==> config.mk <==
export PLATFORM = sky130hd
export DESIGN_NAME = kbc_round_engine
export DESIGN_NICKNAME = d
export VERILOG_FILES = /design/src/hdl/kbc_pkg.sv /design/src/hdl/kbc_round_engine.sv
export VERILOG_INCLUDE_DIRS = /design/src /design/src/hdl
export SDC_FILE = /design/constraint.sdc
export NUM_CORES = 1
export LEC_CHECK = 0
export BUFFER_PORTS_ARGS = -buffer_cell sky130_fd_sc_hd__clkbuf_2
export CAP_MARGIN = 40
export CORE_AREA = 2 2 152 154
export CTS_CLUSTER_SIZE = 12
export DETAILED_ROUTE_END_ITERATION = 10
export DIE_AREA = 0 0 154 156
export SLEW_MARGIN = 0
export SYNTH_ARGS = -nofsm -noshare
export SYNTH_HDL_FRONTEND = slang
export SYNTH_SLANG_ARGS = --single-unit
==> constraint.sdc <==
create_clock -name clk_i -period 6.2 [get_ports clk_i]
set_input_delay 0.62 -clock clk_i [delete_from_list [all_inputs] [get_ports clk_i]]
set_output_delay 0.62 -clock clk_i [all_outputs]
set_load 0.05 [all_outputs]
==> src/hdl/key1_blowfish_cipher_macros.svh <==
// Assertion macros shared by the cipher RTL.
`ifndef KEY1_BLOWFISH_CIPHER_MACROS_SVH
`define KEY1_BLOWFISH_CIPHER_MACROS_SVH

// Same-cycle implication, sampled on clk_i, off while rst_ni is low.
`define KBC_ASSERT_IMP(lbl, ante, cons, msg) \
  lbl: assert property (@(posedge clk_i) disable iff (!rst_ni) (ante) |-> (cons)) \
    else $error(msg);

// Next-cycle implication, sampled on clk_i, off while rst_ni is low.
`define KBC_ASSERT_NXT(lbl, ante, cons, msg) \
  lbl: assert property (@(posedge clk_i) disable iff (!rst_ni) (ante) |=> (cons)) \
    else $error(msg);

`endif

==> src/hdl/kbc_pkg.sv <==
// Types, constants and helpers for the cipher engine.
package kbc_pkg;

  localparam logic [10:0] TBL_WORDS = 11'h412;
  localparam logic [10:0] P_WORDS   = 11'h012;
  localparam logic [10:0] BOX_BASE  = 11'h012;
  localparam logic [10:0] LAST_PAIR = 11'h410;
  localparam logic [4:0]  ROUNDS    = 5'd16;
  localparam logic [4:0]  P_LAST    = 5'h11;
  localparam int unsigned P_DEPTH   = 18;
  localparam int unsigned NUM_BOXES = 4;

  typedef enum logic [1:0] {
    KIND_WRITE = 2'd0,
    KIND_ENC   = 2'd1,
    KIND_DEC   = 2'd2,
    KIND_INIT  = 2'd3
  } kind_e;

  typedef enum logic [3:0] {
    ST_IDLE,
    ST_RUN,
    ST_KI_CHECK,
    ST_KI_LAUNCH1,
    ST_KI_E1,
    ST_KI_LAUNCH2,
    ST_KI_E2,
    ST_KI_XOR,
    ST_KI_LAUNCHC,
    ST_KI_EC,
    ST_KI_WHI,
    ST_KI_WLO,
    ST_FINISH
  } state_e;

  typedef struct packed {
    logic [1:0]  req_type;
    logic [10:0] table_index;
    logic [31:0] table_word;
    logic [63:0] block_in;
    logic [1:0]  key_level;
  } req_t;

  typedef struct packed {
    logic [63:0] block_out;
    logic [1:0]  done_kind;
  } rsp_t;

  // one word into the key table
  typedef struct packed {
    logic        en;
    logic [10:0] idx;
    logic [31:0] data;
  } tbl_wr_t;

  // key code mix into the round words
  typedef struct packed {
    logic        en;
    logic [31:0] k0;
    logic [31:0] k1;
  } key_mix_t;

  // engine -> store read requests
  typedef struct packed {
    logic [4:0]      p_idx;
    logic            wht_dec;
    logic [3:0][7:0] box_addr;
  } eng_rd_t;

  // store -> engine read data
  typedef struct packed {
    logic [31:0]      p_word;
    logic [31:0]      wht_hi;
    logic [31:0]      wht_lo;
    logic [3:0][31:0] box_data;
  } st_rd_t;

  function automatic logic [31:0] bswap32(input logic [31:0] d);
    return {d[7:0], d[15:8], d[23:16], d[31:24]};
  endfunction

endpackage

==> src/hdl/kbc_round_engine.sv <==
// Round sequencer: one round per cycle against the box memories.
module kbc_round_engine
  import kbc_pkg::*;
(
  input  logic        clk_i,
  input  logic        rst_ni,
  input  logic        start_i,
  input  logic        dec_i,
  input  logic [63:0] blk_i,
  input  st_rd_t      rd_i,
  output eng_rd_t     rd_o,
  output logic        done_o,
  output logic [63:0] blk_o
);

`include "key1_blowfish_cipher_macros.svh"

  logic        busy_q, busy_d;
  logic [4:0]  r_q, r_d;
  logic        dec_q, dec_d;
  logic [31:0] y_q, y_d;
  logic [31:0] yp_q, yp_d;
  logic [31:0] f;
  logic [31:0] x_cur;
  logic [31:0] z;
  logic [4:0]  rnd;
  logic        cur_dec;
  logic        last;

  assign f       = ((rd_i.box_data[0] + rd_i.box_data[1]) ^ rd_i.box_data[2])
                   + rd_i.box_data[3];
  assign cur_dec = start_i ? dec_i : dec_q;
  assign rnd     = start_i ? 5'd0 : r_q;
  // first round takes x from the block, later ones from the box data just read
  assign x_cur   = start_i ? blk_i[63:32] : (yp_q ^ f);
  assign z       = rd_i.p_word ^ x_cur;
  assign last    = busy_q && (r_q == ROUNDS);

  assign rd_o.p_idx    = cur_dec ? (P_LAST - rnd) : rnd;
  assign rd_o.wht_dec  = dec_q;
  assign rd_o.box_addr = {z[7:0], z[15:8], z[23:16], z[31:24]};

  assign done_o = last;
  assign blk_o  = {y_q ^ rd_i.wht_hi, x_cur ^ rd_i.wht_lo};

  always_comb begin
    busy_d = busy_q;
    r_d    = r_q;
    dec_d  = dec_q;
    y_d    = y_q;
    yp_d   = yp_q;
    if (start_i) begin
      busy_d = 1'b1;
      r_d    = 5'd1;
      dec_d  = dec_i;
      y_d    = z;
      yp_d   = blk_i[31:0];
    end else if (busy_q) begin
      if (last) begin
        busy_d = 1'b0;
      end else begin
        r_d  = r_q + 5'd1;
        y_d  = z;
        yp_d = y_q;
      end
    end
  end

  always_ff @(posedge clk_i or negedge rst_ni) begin
    if (!rst_ni) begin
      busy_q <= 1'b0;
      r_q    <= '0;
      dec_q  <= 1'b0;
    end else begin
      busy_q <= busy_d;
      r_q    <= r_d;
      dec_q  <= dec_d;
    end
  end

  always_ff @(posedge clk_i) begin
    y_q  <= y_d;
    yp_q <= yp_d;
  end

  `KBC_ASSERT_IMP(a_start_when_free, start_i, !busy_q, "engine started while busy")
  `KBC_ASSERT_NXT(a_done_frees, done_o, !busy_q, "engine still busy after last round")
  `KBC_ASSERT_NXT(a_round_steps, busy_q && !done_o, busy_q && (r_q == $past(r_q) + 5'd1),
                  "round counter skipped")

endmodule

; ---- Word level (Yosys, flattened, before mapping)
; Index checks and enable logic that the tools add are counted.
[totals]
ff_bits = 71
latchBits = 0
mem_bits_rw = 0
romBits = 0
input_bits = 292
out_inout_bits = 103
wordCells = 35
n_memories = 0
[op_classes]
addsub = 4
n_mul = 0
div = 0
magnitude_cmp = 0
eq_ne = 2
shift = 0
mux = 16
bitwise = 5
n_reduce_logical = 3
[op_table]
columns = cell, count
row1 = two-way mux 32 bit, 7
row2 = XOR 32 bit, 5
row3 = adder 32 bit, 2
row4 = two-way mux 5 bit, 5
row5 = "adder 5 x 1 -> 5 bit, second input constant", 1
row6 = "equality test 5 bit, second input constant", 1
row7 = "subtractor 5 bit, first input constant", 1
row8 = two-way mux 1 bit, 4
row9 = "!= test 2 bit, second input constant", 1
row10 = AND reduction 2 bit, 1
row11 = nonzero test 2 bit, 1
row12 = logical AND 1 bit, 1

; ---- Depth between registers and ports, before layout
[logic_depth]
depth_word = 9
ltp_mapped = 23
mapped_depth_nobuf = 22

; ---- Worst setup path after synthesis
; No wires, ideal clock.
[synth_path]
path_type = input to output
startpoint = in rd_i[0] in the netlist's numbering
endpoint = out rd_o[6] in the netlist's numbering
arrival_time_ns = 5.356
required_time_ns = 5.580
path_slack_ns = 0.224
cell_stages = 21
n_path_buf = 1
path_cell_list = ha_1 inv_1 fa_1 nor2b_1 o21a_1 o32a_1 nor3b_1 o21a_1 a211oi_2 o21bai_1 a21oi_1 xnor2_1 ha_1 clkbuf_1 nor2b_1 or4_1 a311o_1 a311oi_2 xnor2_1 mux2i_2 xnor2_1
[synth_lines]
columns = item, line_no
row1 = start: declaration, kbc_round_engine.sv:10  ; input st_rd_t rd_i,
row2 = end: declaration, kbc_round_engine.sv:11  ; output eng_rd_t rd_o,

==> results_dict.tcl <==
set metrics [dict create \
    grt_usage_pct 21.3 \
    start_util_pct 35.4 \
    p_switching_uw 2670 \
    status "finished clean" \
    postRouteWirelength_mm 26.6 \
    rsz0062_at_grt "false" \
    utilization_pct 47.8 \
    power.density_nw_per_um2 452 \
    synth_compound_area_share_pct 17.2 \
    cp.required_ns 5.58 \
    synth_cell_types 80 \
    clk_latency_ns 0.33 \
    worstSetupPathType "in2out" \
    core_area_sq_um 22400 \
    die-area_sq_um 24000 \
    grt.overflow.total 0 \
    use_met1_pct 29.9 \
    finalHoldViolations 0 \
    setup_tns_ns 0 \
    cts_buffers 9 \
    rows 55 \
    yosysTopAreaCellShare_pct 24.3 \
    antenna_found_initial 0 \
    synth_cells 838 \
    synth-adder-area-share_pct 11.1 \
    ys_seq_area_share_pct 26.5 \
    place_ws_ns 0.0703 \
    report.final.slew_viol_count 0 \
    fin_nets 1596 \
    ff_latch_area_sq_um 2100 \
    cts_sinks 71 \
    holdCritPathClass "in2async" \
    yosys_warnings 0 \
    drt-initial-drc-count 337 \
    synthSimpleGateAreaFrac_pct 11.8 \
    path_clk_slew_ns 0.06 \
    dp_hpwl_mm 22.6 \
    vias 7717 \
    synth.mux.area_fraction_pct 6.82 \
    layout_min_cycle_time_ns 5.95 \
    clockRootBuffer "clkbuf_16" \
    synth_top_family_by_area "XOR/XNOR gates" \
    first_global_vias 7574 \
    die_w_microns 154 \
    netlist_area_sq_um 7910 \
    postPlaceCellArea_sq_um 10300 \
    critPathMaxFanout 4 \
    fin_skew_ns 0.00771 \
    multi_input_area_sq_um 5720 \
    nFillCells 2180 \
    worst_slack_ns 0.245 \
    grt_pass1_wl_mm 40.0 \
    synth.top_cells.by_count "xnor2_1 (153), xor2_1 (68), ha_1 (67)" \
    final-setup-viol-count 0 \
    wl_per_cell_microns 17.5 \
    combPwrFrac_pct 71.3 \
    async_flop_share_pct 9.86 \
    worst_pin_slew_ns 0.606 \
    p_leak_uw 0.00503 \
    ant_nets 0 \
    holdWs_ns 0.117 \
    synth_edf_count 64 \
    drtPass1Iterations 5 \
    grt_max_degree 48 \
    syn2layout_area_growth_pct 35.2 \
    avgViaCountPerCell 5.06 \
    synth_area_leader_cell "edfxtp_1" \
    ys_seq_elements 71 \
    clock_power_share_pct 10.8 \
    drive_above_1_share_pct 39.5 \
    synth_area_leaders "edfxtp_1 (24%), xnor2_1 (17%), ha_1 (11%)" \
    design_area_sq_um 10700 \
    switching_share_pct 55.2 \
    fp.dieH_microns 156 \
    synth-main-ff-cell "edfxtp_1" \
    grt_use_met2_pct 34.4 \
    io_pins 395 \
    diodes 0 \
    synth_nets 1199 \
    grt_use_met3_pct 2.94 \
    avgSynthCellArea_sq_um 9.44 \
    vdd_drop_max_uv 521 \
    synth_xor_area_share_pct 24.5 \
    cts_buffer_depth 2 \
    port_buffers 394 \
    clock.fmax_mhz 168 \
    synth_most_common_cell "xnor2_1" \
    gr-max-usage-layer "met2" \
    globalplace.congestion 0.971 \
    drc 0 \
    cts-htree-levels 3 \
    power_frac_seq_pct 18.0 \
    maxSlewHeadroom_pct 59.1 \
    cts_tree "done" \
    cellInternalPower_uw 2170 \
    finalCritPeriodShare_pct 96.0 \
    startpoint_type "input pin" \
    crit_arrival_ns 5.33 \
    maxCapViolCount 0 \
    end_kind "primary output" \
]
power groups by stage:
stage | Clock [uW] | Sequential [uW] | Combinational (uW)
after CTS | 534 | 872 | 3420
final | 520 | 869 | 3450
after global placement | 0 | 879 | 3390
after floorplan | 0 | 829 | 2560
after global routing | 550 | 887 | 3660
after detailed placement | 0 | 882 | 3400
routing by layer:
metal	vias up	wire (microns)	share of wire (%)
li1	3838	-	-
met1	3559	12400	46
met2	291	12300	46
met3	29	1480	5.6
met4	0	486	1.8
met5	-	0	0
timing repair:
action	in CTS	in global routing
setup buffers	0	3
setup endpoints to repair	0	19
resized for setup	0	24
hold buffers	0	0
cells in the final DEF, fill, tap and decap left out, types with 3 or more instances in the layout:
cell type	synthesis	final
a211o_1	3	3
a211oi_1	5	4
a21o_1	25	25
a21oi_1	49	47
a21oi_2	1	3
a31oi_1	9	9
and2_1	3	3
and3_1	10	10
and4_1	4	4
buf_12	0	4
buf_4	1	11
clkbuf_16	0	10
clkbuf_2	1	387
dfrtp_1	7	7
edfxtp_1	64	64
ha_1	67	65
inv_1	22	20
mux2_2	32	32
mux2i_1	15	14
nand2_1	54	53
nand2b_1	9	9
nand3_1	10	10
nand4_1	9	9
nor2_1	44	44
nor2b_1	6	6
nor3_1	10	9
nor4_1	5	5
o2111ai_1	4	3
o211ai_1	5	5
o21a_1	11	10
o21ai_0	46	45
o21ai_1	3	4
o21bai_1	6	6
or3_1	5	5
xnor2_1	153	153
xor2_1	68	67
logic make-up after synthesis:
kind of cell	after synthesis
AO/OA/AOI/OAI	202
adder cells (fa/ha/maj)	69
flip-flops	71
AND/OR/NAND/NOR	185
buffers and inverters	41
multiplexers	49
XOR/XNOR	221
sequential cells by signal, summed over array words and instances (netlist names):
signal and count:
r_q 5, busy_q 1, yp_q 32, dec_q 1, y_q 32
final timing paths:
check                                   startpoint            endpoint  slack (ns)  cells after the start
worst max-delay path                       rd_i[0]             rd_o[7]        0.25                     24
min in group clk_i                       blk_i[16]  yp_q[16]$_DFFE_PP_        0.59                      2
worst min register to register   y_q[27]$_DFFE_PP_  yp_q[27]$_DFFE_PP_        0.61                      1
worst min-delay path                        rst_ni     dec_q$_DFF_PN0_        0.12                      1
max in group asynchronous                   rst_ni  r_q[1]$_DFFE_PN0P_        5.91                      1
worst max register to register  yp_q[31]$_DFFE_PP_   y_q[31]$_DFFE_PP_        3.96                      9
stage by stage:
step	power, uW	instances
2_1_floorplan	3390	838
3_3_place_gp	4270	1505
3_5_place_dp	4280	1506
4_1_cts	4820	1522
5_1_grt	5100	1525
6_report	4830	1525
final cells by class:
| type | count | share of cell area, % |
|---|---|---|
| clock buffers | 12 | 2.50 |
| clock inverters | 4 | 0.269 |
| inverters | 22 | 0.772 |
| multi-input cells | 726 | 53.5 |
| flip-flops and latches | 71 | 19.6 |
| well taps | 285 | 3.33 |
| repair buffers | 405 | 20.0 |
critical path, cell delays in order:
cell	delay, ns
clkbuf_2	0.08
ha_2	0.21
inv_2	0.07
fa_2	0.22
nor2b_1	0.07
o21a_1	0.19
o32a_1	0.32
nor3b_2	0.17
or2_2	0.32
a21o_1	0.19
a21oi_1	0.19
xnor2_1	0.10
ha_1	0.29
nand2_1	0.09
nor3_2	0.25
o2111ai_1	0.17
a211o_1	0.35
a21oi_1	0.30
nor3b_1	0.12
nor3_2	0.16
buf_4	0.15
mux2i_1	0.22
nand4_1	0.17
clkbuf_2	0.28
(Power assumes the default switching activity.)
